==> config.mk <==
export PLATFORM = sky130hd
export DESIGN_NAME = hevc_sps_picture_size_parser
export DESIGN_NICKNAME = d
export VERILOG_FILES = /design/src/rtl/hsps_pkg.sv /design/src/rtl/hsps_front.sv /design/src/rtl/hsps_queue.sv /design/src/rtl/hsps_back.sv /design/src/rtl/hevc_sps_picture_size_parser.sv
export VERILOG_INCLUDE_DIRS = /design/src /design/src/rtl
export SDC_FILE = /design/constraint.sdc
export NUM_CORES = 1
export LEC_CHECK = 0
export CAP_MARGIN = 40
export CORE_MARGIN = 4
export CORE_UTILIZATION = 30
export DETAILED_ROUTE_END_ITERATION = 16
export DONT_BUFFER_PORTS = 1
export GPL_ROUTABILITY_DRIVEN = 0
export SLEW_MARGIN = 20
export SYNTH_ARGS = -nofsm -noshare
export SYNTH_HDL_FRONTEND = slang
export SYNTH_SLANG_ARGS = --single-unit
export TNS_END_PERCENT = 50
==> constraint.sdc <==
create_clock -name clk_i -period 12.2 [get_ports clk_i]
set_clock_uncertainty 0.05 [all_clocks]
set_input_delay 2.44 -clock clk_i [delete_from_list [all_inputs] [get_ports clk_i]]
set_output_delay 2.44 -clock clk_i [all_outputs]
set_load 0.03 [all_outputs]
==> src/rtl/hevc_sps_picture_size_parser_macros.svh <==
// Assertion helpers for the SPS picture size parser
`ifndef HEVC_SPS_PICTURE_SIZE_PARSER_MACROS_SVH
`define HEVC_SPS_PICTURE_SIZE_PARSER_MACROS_SVH

// Same-cycle implication, checked outside reset
`define HSPS_ASSERT_IMP(lbl, clk, rstn, ante, cons) \
  lbl: assert property (@(posedge clk) disable iff (!rstn) (ante) |-> (cons)) \
    else $error("hsps assertion failed");

// Next-cycle implication, checked outside reset
`define HSPS_ASSERT_NXT(lbl, clk, rstn, ante, cons) \
  lbl: assert property (@(posedge clk) disable iff (!rstn) (ante) |=> (cons)) \
    else $error("hsps assertion failed");

`endif

==> src/rtl/hsps_pkg.sv <==
// ----------------------------------------------------------------------------
// hsps_pkg
// Shared types and constants of the SPS picture size parser.
// ----------------------------------------------------------------------------
package hsps_pkg;

  // Result status codes
  localparam logic [1:0] STATUS_OK      = 2'd0;
  localparam logic [1:0] STATUS_RAN_OUT = 2'd1;
  localparam logic [1:0] STATUS_BAD_UE  = 2'd2;
  localparam logic [1:0] STATUS_CROP    = 2'd3;

  // One classified byte in the queue between front and back
  typedef struct packed {
    logic [7:0] data;
    logic       last;
    logic       keep;
  } q_entry_t;

  // Push side of the queue
  typedef struct packed {
    logic     push;
    q_entry_t entry;
  } q_push_t;

  // Pop side status of the queue
  typedef struct packed {
    logic     empty;
    q_entry_t head;
  } q_head_t;

endpackage

==> src/rtl/hsps_front.sv <==
// ----------------------------------------------------------------------------
// hsps_front
// Accepts raw bytes and marks emulation-prevention bytes for dropping.
// ----------------------------------------------------------------------------
module hsps_front (
  input  logic             clk_i,
  input  logic             rst_ni,
  input  logic             in_valid_i,
  output logic             in_stall_o,
  input  logic [7:0]       data_byte_i,
  input  logic             last_i,
  input  logic             q_full_i,
  output hsps_pkg::q_push_t q_push_o
);

  logic [1:0] zero_run_q, zero_run_d;
  logic       accept;
  logic       escape;

  assign in_stall_o = q_full_i;
  assign accept     = in_valid_i & ~q_full_i;
  assign escape     = (zero_run_q == 2'd2) && (data_byte_i == 8'h03);

  // Classify the item and push it
  always_comb begin
    q_push_o.push       = accept;
    q_push_o.entry.data = data_byte_i;
    q_push_o.entry.last = last_i;
    q_push_o.entry.keep = ~escape;
  end

  // Track the run of zero bytes; a dropped escape clears it
  always_comb begin
    zero_run_d = zero_run_q;
    if (accept) begin
      if (escape || data_byte_i != 8'h00) begin
        zero_run_d = 2'd0;
      end else if (zero_run_q != 2'd2) begin
        zero_run_d = zero_run_q + 2'd1;
      end
    end
  end

  always_ff @(posedge clk_i or negedge rst_ni) begin
    if (!rst_ni) begin
      zero_run_q <= 2'd0;
    end else begin
      zero_run_q <= zero_run_d;
    end
  end

endmodule

==> src/rtl/hsps_queue.sv <==
// ----------------------------------------------------------------------------
// hsps_queue
// Two-entry queue that decouples byte intake from the bit-serial parser.
// ----------------------------------------------------------------------------
module hsps_queue (
  input  logic              clk_i,
  input  logic              rst_ni,
  input  hsps_pkg::q_push_t q_push_i,
  input  logic              pop_i,
  output logic              full_o,
  output hsps_pkg::q_head_t q_head_o
);

  hsps_pkg::q_entry_t slot_q [2];
  logic       wr_q, rd_q;
  logic [1:0] cnt_q, cnt_d;
  logic       do_push, do_pop;

  assign full_o         = (cnt_q == 2'd2);
  assign do_push        = q_push_i.push & ~full_o;
  assign do_pop         = pop_i & (cnt_q != 2'd0);
  assign q_head_o.empty = (cnt_q == 2'd0);
  assign q_head_o.head  = slot_q[rd_q];

  // Count entries
  always_comb begin
    cnt_d = cnt_q;
    if (do_push && !do_pop) begin
      cnt_d = cnt_q + 2'd1;
    end else if (!do_push && do_pop) begin
      cnt_d = cnt_q - 2'd1;
    end
  end

  // Store payload
  always_ff @(posedge clk_i) begin
    if (do_push) begin
      slot_q[wr_q] <= q_push_i.entry;
    end
  end

  // Advance pointers
  always_ff @(posedge clk_i or negedge rst_ni) begin
    if (!rst_ni) begin
      wr_q  <= 1'b0;
      rd_q  <= 1'b0;
      cnt_q <= 2'd0;
    end else begin
      cnt_q <= cnt_d;
      if (do_push) wr_q <= ~wr_q;
      if (do_pop) rd_q <= ~rd_q;
    end
  end

endmodule

==> src/rtl/hsps_back.sv <==
// ----------------------------------------------------------------------------
// hsps_back
// Bit-serial SPS field walker and result stage.
// ----------------------------------------------------------------------------
module hsps_back #(
  parameter int MAX_SUB_LAYERS = 7
) (
  input  logic              clk_i,
  input  logic              rst_ni,
  input  hsps_pkg::q_head_t q_head_i,
  output logic              pop_o,
  output logic              out_valid_o,
  input  logic              out_stall_i,
  output logic [1:0]        status_o,
  output logic [31:0]       pic_width_o,
  output logic [31:0]       pic_height_o
);

  localparam int FW = 2 * MAX_SUB_LAYERS;

  typedef enum logic [4:0] {
    ST_SKIP_HDR, ST_READ_SUBL, ST_SKIP_PTL, ST_FLAGS, ST_RESERVED,
    ST_SL_PROFILE, ST_SL_LEVEL, ST_UE_ID, ST_UE_CHROMA, ST_SEP_COLOUR,
    ST_UE_WIDTH, ST_UE_HEIGHT, ST_WIN_FLAG, ST_UE_LEFT, ST_UE_RIGHT,
    ST_UE_TOP, ST_UE_BOTTOM, ST_DONE
  } step_e;

  typedef enum logic [1:0] {PH_IDLE, PH_BITS, PH_FIN} phase_e;

  phase_e             phase_q, phase_d;
  hsps_pkg::q_entry_t ent_q, ent_d;
  logic [2:0]         bit_q, bit_d;
  logic               pend_q, pend_d;
  step_e              step_q, step_d;
  logic [6:0]         bits_q, bits_d;
  logic [31:0]        val_q, val_d;
  logic [5:0]         gz_q, gz_d;
  logic [2:0]         cnt_q, cnt_d;
  logic [2:0]         idx_q, idx_d;
  logic [FW-1:0]      flags_q, flags_d;
  logic [31:0]        chroma_q, chroma_d;
  logic [31:0]        cw_q, cw_d, ch_q, ch_d;
  logic [32:0]        crop0_q, crop0_d, crop1_q, crop1_d;
  logic               done_q, done_d;
  logic [1:0]         err_q, err_d;
  logic               ov_q, ov_d;
  logic [1:0]         st_q, st_d;
  logic [31:0]        w_q, w_d, h_q, h_d;

  logic        b, is_ue, go, prof_flag, lvl_flag, fin_done, sw2, sh2, out_free;
  step_e       nxt;
  logic [31:0] val_new, ue_v;
  logic [3:0]  pos;
  logic [33:0] cw34, ch34;

  assign out_valid_o  = ov_q;
  assign status_o     = st_q;
  assign pic_width_o  = w_q;
  assign pic_height_o = h_q;
  assign out_free     = ~ov_q | ~out_stall_i;

  assign b       = ent_q.data[3'd7 - bit_q];
  assign val_new = {val_q[30:0], b};
  // A code with no leading zeros ends in the prefix and is worth zero
  assign ue_v    = (bits_q == 7'd0) ? 32'd0 :
                   (((32'd1 << gz_q[4:0]) - 32'd1) + val_new);
  assign pos     = {cnt_q, 1'b0} - bits_q[3:0];
  assign is_ue   = (step_q == ST_UE_ID) || (step_q == ST_UE_CHROMA) ||
                   (step_q == ST_UE_WIDTH) || (step_q == ST_UE_HEIGHT) ||
                   (step_q == ST_UE_LEFT) || (step_q == ST_UE_RIGHT) ||
                   (step_q == ST_UE_TOP) || (step_q == ST_UE_BOTTOM);

  // Look up the present flags of the current sub-layer
  always_comb begin
    prof_flag = 1'b0;
    lvl_flag  = 1'b0;
    for (int k = 0; k < MAX_SUB_LAYERS; k++) begin
      if (idx_q == 3'(k)) begin
        prof_flag = flags_q[2*k];
        lvl_flag  = flags_q[2*k+1];
      end
    end
  end

  // Final size computation
  assign fin_done = done_q | (pend_q & (step_q == ST_DONE));
  assign sw2      = (chroma_q == 32'd1) || (chroma_q == 32'd2);
  assign sh2      = (chroma_q == 32'd1);
  assign cw34     = sw2 ? {crop0_q, 1'b0} : {1'b0, crop0_q};
  assign ch34     = sh2 ? {crop1_q, 1'b0} : {1'b0, crop1_q};

  always_comb begin
    phase_d = phase_q; ent_d = ent_q; bit_d = bit_q; pend_d = pend_q;
    step_d = step_q; bits_d = bits_q; val_d = val_q; gz_d = gz_q;
    cnt_d = cnt_q; idx_d = idx_q; flags_d = flags_q; chroma_d = chroma_q;
    cw_d = cw_q; ch_d = ch_q; crop0_d = crop0_q; crop1_d = crop1_q;
    done_d = done_q; err_d = err_q; ov_d = ov_q; st_d = st_q;
    w_d = w_q; h_d = h_q;
    pop_o = 1'b0;
    go    = 1'b0;
    nxt   = step_q;

    // Drop the result once taken
    if (ov_q && !out_stall_i) ov_d = 1'b0;

    unique case (phase_q)
      PH_IDLE: begin
        if (!q_head_i.empty) begin
          pop_o   = 1'b1;
          ent_d   = q_head_i.head;
          bit_d   = 3'd0;
          phase_d = PH_BITS;
        end
      end
      PH_BITS: begin
        if (!ent_q.keep || done_q || err_q != 2'd0) begin
          phase_d = ent_q.last ? PH_FIN : PH_IDLE;
        end else if (pend_q) begin
          // Set up the field just entered, or skip past it
          pend_d = 1'b0;
          case (step_q)
            ST_SKIP_HDR:  bits_d = 7'd20;
            ST_READ_SUBL: bits_d = 7'd3;
            ST_SKIP_PTL:  bits_d = 7'd97;
            ST_FLAGS: begin
              if (cnt_q == 3'd0) begin
                step_d = ST_UE_ID; pend_d = 1'b1;
              end else begin
                flags_d = '0;
                bits_d  = {3'd0, cnt_q, 1'b0};
              end
            end
            ST_RESERVED: bits_d = {3'd0, 3'(4'd8 - {1'b0, cnt_q}), 1'b0};
            ST_SL_PROFILE: begin
              pend_d = 1'b1;
              if (idx_q >= cnt_q) step_d = ST_UE_ID;
              else if (prof_flag) begin
                bits_d = 7'd88; pend_d = 1'b0;
              end else step_d = ST_SL_LEVEL;
            end
            ST_SL_LEVEL: begin
              if (lvl_flag) bits_d = 7'd8;
              else begin
                idx_d = idx_q + 3'd1; step_d = ST_SL_PROFILE; pend_d = 1'b1;
              end
            end
            ST_SEP_COLOUR: begin
              if (chroma_q == 32'd3) bits_d = 7'd1;
              else begin
                step_d = ST_UE_WIDTH; pend_d = 1'b1;
              end
            end
            ST_WIN_FLAG: bits_d = 7'd1;
            ST_DONE:     done_d = 1'b1;
            default:     bits_d = 7'd0;
          endcase
        end else begin
          // Consume one bit
          bit_d = bit_q + 3'd1;
          if (bit_q == 3'd7) phase_d = ent_q.last ? PH_FIN : PH_IDLE;
          if (is_ue) begin
            if (bits_q == 7'd0) begin
              if (!b) begin
                gz_d = gz_q + 6'd1;
                if (gz_q == 6'd31) err_d = hsps_pkg::STATUS_BAD_UE;
              end else if (gz_q == 6'd0) begin
                go = 1'b1;
              end else begin
                bits_d = {1'b0, gz_q};
                val_d  = '0;
              end
            end else begin
              val_d  = val_new;
              bits_d = bits_q - 7'd1;
              if (bits_q == 7'd1) go = 1'b1;
            end
            if (go) begin
              case (step_q)
                ST_UE_ID:     nxt = ST_UE_CHROMA;
                ST_UE_CHROMA: begin chroma_d = ue_v; nxt = ST_SEP_COLOUR; end
                ST_UE_WIDTH:  begin cw_d = ue_v; nxt = ST_UE_HEIGHT; end
                ST_UE_HEIGHT: begin ch_d = ue_v; nxt = ST_WIN_FLAG; end
                ST_UE_LEFT:   begin crop0_d = {1'b0, ue_v}; nxt = ST_UE_RIGHT; end
                ST_UE_RIGHT:  begin crop0_d = crop0_q + {1'b0, ue_v}; nxt = ST_UE_TOP; end
                ST_UE_TOP:    begin crop1_d = {1'b0, ue_v}; nxt = ST_UE_BOTTOM; end
                default:      begin crop1_d = crop1_q + {1'b0, ue_v}; nxt = ST_DONE; end
              endcase
            end
          end else begin
            if (step_q == ST_FLAGS && b) begin
              for (int k = 0; k < FW; k++) begin
                if (pos == 4'(k)) flags_d[k] = 1'b1;
              end
            end
            val_d = val_new;
            if (bits_q != 7'd0) bits_d = bits_q - 7'd1;
            if (bits_q <= 7'd1) begin
              go = 1'b1;
              case (step_q)
                ST_SKIP_HDR: nxt = ST_READ_SUBL;
                ST_READ_SUBL: begin
                  cnt_d = val_new[2:0];
                  if (32'(val_new[2:0]) > 32'(MAX_SUB_LAYERS)) begin
                    err_d = hsps_pkg::STATUS_BAD_UE; go = 1'b0;
                  end
                  nxt = ST_SKIP_PTL;
                end
                ST_SKIP_PTL:   nxt = ST_FLAGS;
                ST_FLAGS:      nxt = ST_RESERVED;
                ST_RESERVED:   begin idx_d = 3'd0; nxt = ST_SL_PROFILE; end
                ST_SL_PROFILE: nxt = ST_SL_LEVEL;
                ST_SL_LEVEL:   begin idx_d = idx_q + 3'd1; nxt = ST_SL_PROFILE; end
                ST_SEP_COLOUR: nxt = ST_UE_WIDTH;
                default:       nxt = (val_new != 32'd0) ? ST_UE_LEFT : ST_DONE;
              endcase
            end
          end
          if (go) begin
            step_d = nxt; val_d = '0; gz_d = '0; bits_d = '0; pend_d = 1'b1;
          end
        end
      end
      PH_FIN: begin
        if (out_free) begin
          // Load the result and restart for the next unit
          ov_d = 1'b1;
          w_d  = '0;
          h_d  = '0;
          if (err_q != 2'd0) st_d = err_q;
          else if (!fin_done) st_d = hsps_pkg::STATUS_RAN_OUT;
          else if ({2'b0, cw_q} <= cw34 || {2'b0, ch_q} <= ch34) st_d = hsps_pkg::STATUS_CROP;
          else begin
            st_d = hsps_pkg::STATUS_OK;
            w_d  = cw_q - cw34[31:0];
            h_d  = ch_q - ch34[31:0];
          end
          phase_d = PH_IDLE;
          step_d = ST_SKIP_HDR; pend_d = 1'b1; bits_d = '0; val_d = '0; gz_d = '0;
          cnt_d = '0; idx_d = '0; flags_d = '0; chroma_d = '0; cw_d = '0; ch_d = '0;
          crop0_d = '0; crop1_d = '0; done_d = 1'b0; err_d = '0;
        end
      end
      default: phase_d = PH_IDLE;
    endcase
  end

  // Payload registers
  always_ff @(posedge clk_i) begin
    ent_q <= ent_d;
    st_q  <= st_d;
    w_q   <= w_d;
    h_q   <= h_d;
  end

  // Parser state and result valid
  always_ff @(posedge clk_i or negedge rst_ni) begin
    if (!rst_ni) begin
      phase_q <= PH_IDLE; bit_q <= '0; pend_q <= 1'b1; step_q <= ST_SKIP_HDR;
      bits_q <= '0; val_q <= '0; gz_q <= '0; cnt_q <= '0; idx_q <= '0;
      flags_q <= '0; chroma_q <= '0; cw_q <= '0; ch_q <= '0;
      crop0_q <= '0; crop1_q <= '0; done_q <= 1'b0; err_q <= '0; ov_q <= 1'b0;
    end else begin
      phase_q <= phase_d; bit_q <= bit_d; pend_q <= pend_d; step_q <= step_d;
      bits_q <= bits_d; val_q <= val_d; gz_q <= gz_d; cnt_q <= cnt_d; idx_q <= idx_d;
      flags_q <= flags_d; chroma_q <= chroma_d; cw_q <= cw_d; ch_q <= ch_d;
      crop0_q <= crop0_d; crop1_q <= crop1_d; done_q <= done_d; err_q <= err_d;
      ov_q <= ov_d;
    end
  end

endmodule

==> src/rtl/hevc_sps_picture_size_parser.sv <==
// Takes one byte of an HEVC SPS NAL unit per item and, on the byte marked last,
// gives one result: status and the cropped picture size. Bytes enter a
// two-entry queue unless it is full; the parser behind it walks each kept byte
// one bit per clock, pausing at each field boundary, and passes over a dropped
// escape byte or a byte after parsing ends without walking its bits; the last
// byte also forms the result.
// ----------------------------------------------------------------------------
// hevc_sps_picture_size_parser
// Top level: byte front end, queue and bit-serial SPS parser.
// ----------------------------------------------------------------------------
`include "hevc_sps_picture_size_parser_macros.svh"

module hevc_sps_picture_size_parser #(
  parameter int MAX_SUB_LAYERS = 7
) (
  input  logic        clk_i,
  input  logic        rst_ni,
  input  logic        in_valid_i,
  output logic        in_stall_o,
  input  logic [7:0]  data_byte_i,
  input  logic        last_i,
  output logic        out_valid_o,
  input  logic        out_stall_i,
  output logic [1:0]  status_o,
  output logic [31:0] pic_width_o,
  output logic [31:0] pic_height_o
);

  hsps_pkg::q_push_t q_push;
  hsps_pkg::q_head_t q_head;
  logic              q_full;
  logic              q_pop;

  hsps_front u_front (
    .clk_i       (clk_i),
    .rst_ni      (rst_ni),
    .in_valid_i  (in_valid_i),
    .in_stall_o  (in_stall_o),
    .data_byte_i (data_byte_i),
    .last_i      (last_i),
    .q_full_i    (q_full),
    .q_push_o    (q_push)
  );

  hsps_queue u_queue (
    .clk_i    (clk_i),
    .rst_ni   (rst_ni),
    .q_push_i (q_push),
    .pop_i    (q_pop),
    .full_o   (q_full),
    .q_head_o (q_head)
  );

  hsps_back #(
    .MAX_SUB_LAYERS (MAX_SUB_LAYERS)
  ) u_back (
    .clk_i        (clk_i),
    .rst_ni       (rst_ni),
    .q_head_i     (q_head),
    .pop_o        (q_pop),
    .out_valid_o  (out_valid_o),
    .out_stall_i  (out_stall_i),
    .status_o     (status_o),
    .pic_width_o  (pic_width_o),
    .pic_height_o (pic_height_o)
  );

  // An ok result always has a picture left after cropping
  `HSPS_ASSERT_IMP(a_ok_nonzero, clk_i, rst_ni, out_valid_o && status_o == hsps_pkg::STATUS_OK, pic_width_o != 32'd0 && pic_height_o != 32'd0)
  // An error result carries a zero size
  `HSPS_ASSERT_IMP(a_err_zero, clk_i, rst_ni, out_valid_o && status_o != hsps_pkg::STATUS_OK, pic_width_o == 32'd0 && pic_height_o == 32'd0)
  // The queue never pushes while full
  `HSPS_ASSERT_IMP(a_no_push_full, clk_i, rst_ni, q_full, !q_push.push)

endmodule

==> results.yml <==
outcome:
  run_status: "complete, no violations"
critical_path:
  worstPathArrival_ps: 6730
  slowest_delay_ps: 470
  crit_slowest_cell: "a2111oi_0"
  required_ps: 12600
  end_kind: "register"
  cp-start-kind: "register"
  crit_type: "reg2reg"
  crit_family: "compound AO/OA/AOI/OAI gates"
  cp_max_fo: 6
  cp_num_buf_inv: 4
clock_network:
  insertion_delay_ps: 600
  cts_tree: "yes"
  cts_buffers: 44
  cts_resized: 0
  clock_path_buffers: 3
  clk_pin_slew_ps: 70
  cts-root-buf: "clkbuf_16"
  postCtsSetupBuffers: 0
  cts_hold_buffers: 0
  cts.sinks: 342
  h-tree-depth: 2
finish:
  layout_common_cells: "322 x nand2_1, 245 x dfrtp_1, 237 x nor2_1, 228 x o21ai_0, 223 x ha_1"
  layout_commonest_cell: "nand2_1"
  fillerInstances: 8640
  area_growth_syn_to_layout_pct: 10.6
  nNetsFinal: 3069
  drive_above_1_share_pct: 8.42
  instances_no_fill: 3996
  final_core_util_pct: 33.5
  antenna_cells: 0
timing:
  finalHoldWorstSlack_ps: 434
  period_needed_ps: 6330
  max_freq_mhz: 158
  final.setup.tns_ps: 0
  drv_slew: 0
  period_share_pct: 51.9
  hold_viol: 0
  tightestPinTransition_ps: 908
  setup_viol: 0
  rsz0062_at_grt: "false"
  slew_headroom_pct: 39.0
yosys:
  synth_edf_count: 96
  synthesis.area_mm2: 0.0253
  postSynthNetCount: 3112
  syn_avg_cell_area_um2: 8.82
  ys.flop_type: "dfrtp_1"
  ys_ff_latch: 342
  ys_seq_area_share_pct: 35.7
  synth_top_area_share_pct: 24.2
  ys_types: 92
  synth.largest_area_cell: "dfrtp_1"
  ys_async_sr_fraction_pct: 71.9
  synth.area.top_cells: "dfrtp_1 24%, edfxtp_1 11%, ha_1 11%, nand2_1 4.8%, o21ai_0 4.5%"
  synthCells: 2870
  yosys_warnings: 0
detailed_routing:
  wl_um: 71900
  routedWlPerCell_um: 18.0
  drc: 0
  drtAntennaViolNets: 0
  dr.first_iter.drc_count: 1657
  dr.pass1.iters: 6
  vias: 21000
  vias_per_cell: 5.25
place:
  hpwl_um: 54200
  portBuffers: 0
  dpl.cell_count: 3911
floorplan:
  die_w_um: 299
  die_h_um: 299
  num_rows: 106
  ios: 81
  start_util_pct: 30.3
  die-area_mm2: 0.0891
  coreArea_mm2: 0.0837
global_routing:
  grt_pass1_vias: 20000
  gr-total-overflow: 0
  grt_pass1_wl_um: 113000
  grt_usage_pct: 15.6
  antenna_found_initial: 1
  grt_max_degree: 247
worst_hold_path:
  min_path_type: "reg2reg"
job:
  cap_violations: 0
## worst reg2reg max path, delay by kind of cell, from the launching register on
family	cells	cell delay, ps
AOI/OAI and AO/OA	12	2930
adders and majority gates	5	1530
and+or+nand+nor	5	900
DFF	1	420
buffers and inverters	4	390
## layout make-up
type	instances	area, um^2	share of cell area, %
tap	1134	1420	5.07
multi-input combinational	2220	15100	54.0
clock inverter	26	315	1.13
sequential	342	9040	32.3
inverter	192	721	2.57
clock buffer	55	1150	4.11
timing repair buffer	27	238	0.849
## cell usage after synthesis, drive strengths merged (40+ instances only)
cell    count
a21oi     207
mux2i      77
dfrtp     245
xnor2      77
o31ai      45
nand2     323
nand3      55
a21o       71
o21ai     237
edfxtp     96
nor2b      40
nor3       64
nor2      244
xor2       59
clkbuf     91
ha        224
mux2       90
inv       191
## final timing paths
kind	start	end	slack, ps	cells past startpoint
setup reg to reg	u_back.gz_q[1]	u_back.crop1_q[27]	5870	26
max in group asynchronous	rst_ni	u_back.ch_q[1]	10030	0
hold reg to reg	u_back.cw_q[0]	u_back.cw_q[0]	430	2
setup / recovery	u_back.gz_q[1]	u_back.crop1_q[27]	5870	26
hold / removal	u_back.cw_q[0]	u_back.cw_q[0]	430	2
min in group asynchronous	rst_ni	u_back.crop1_q[19]	1540	0
## kinds of logic (layout without fill, tap and decap cells)
group | after synthesis | in the layout | share of synthesized area, %
XOR/XNOR | 136 | 136 | 4.70
flip-flops | 342 | 342 | 35.7
buffers and inverters | 308 | 300 | 4.74
adder cells (fa/ha/maj) | 229 | 229 | 11.5
multiplexers | 169 | 169 | 7.27
AND/OR/NAND/NOR | 899 | 899 | 16.4
AO/OA/AOI/OAI | 787 | 787 | 19.8
## sequential cells by signal (all words and copies together) (netlist names), 6 cells and up
| signal | count |
|---|---|
| u_back.bits_q | 7 |
| u_back.ch_q | 32 |
| u_back.chroma_q | 32 |
| u_back.crop0_q | 33 |
| u_back.crop1_q | 33 |
| u_back.cw_q | 32 |
| u_back.ent_q | 10 |
| u_back.flags_q | 14 |
| u_back.gz_q | 6 |
| u_back.pic_height_o | 32 |
| u_back.pic_width_o | 32 |
| u_back.val_q | 31 |
| u_queue.slot_q | 20 |
## layer usage
layer	up-vias	share of wire [%]	GRT usage, %
met2	594	44	24.5
met3	125	5.8	2.48
li1	10200	-	-
met4	0	3.2	5.14
met5	-	0	0
met1	10000	47	22.0
## stage by stage
| step | cell area (um^2) | setup slack (ps) |
|---|---|---|
| 2_1_floorplan | 25300 | 4340 |
| 3_3_place_gp | 26500 | 6050 |
| 3_5_place_dp | 26500 | 5940 |
| 4_1_cts | 28000 | 5980 |
| 5_1_grt | 28000 | 5330 |
| 6_report | 28000 | 5870 |
Power is left out: the tool's default activity adds up to more than one toggle a clock period on the data nets, which glitch-free logic cannot reach.
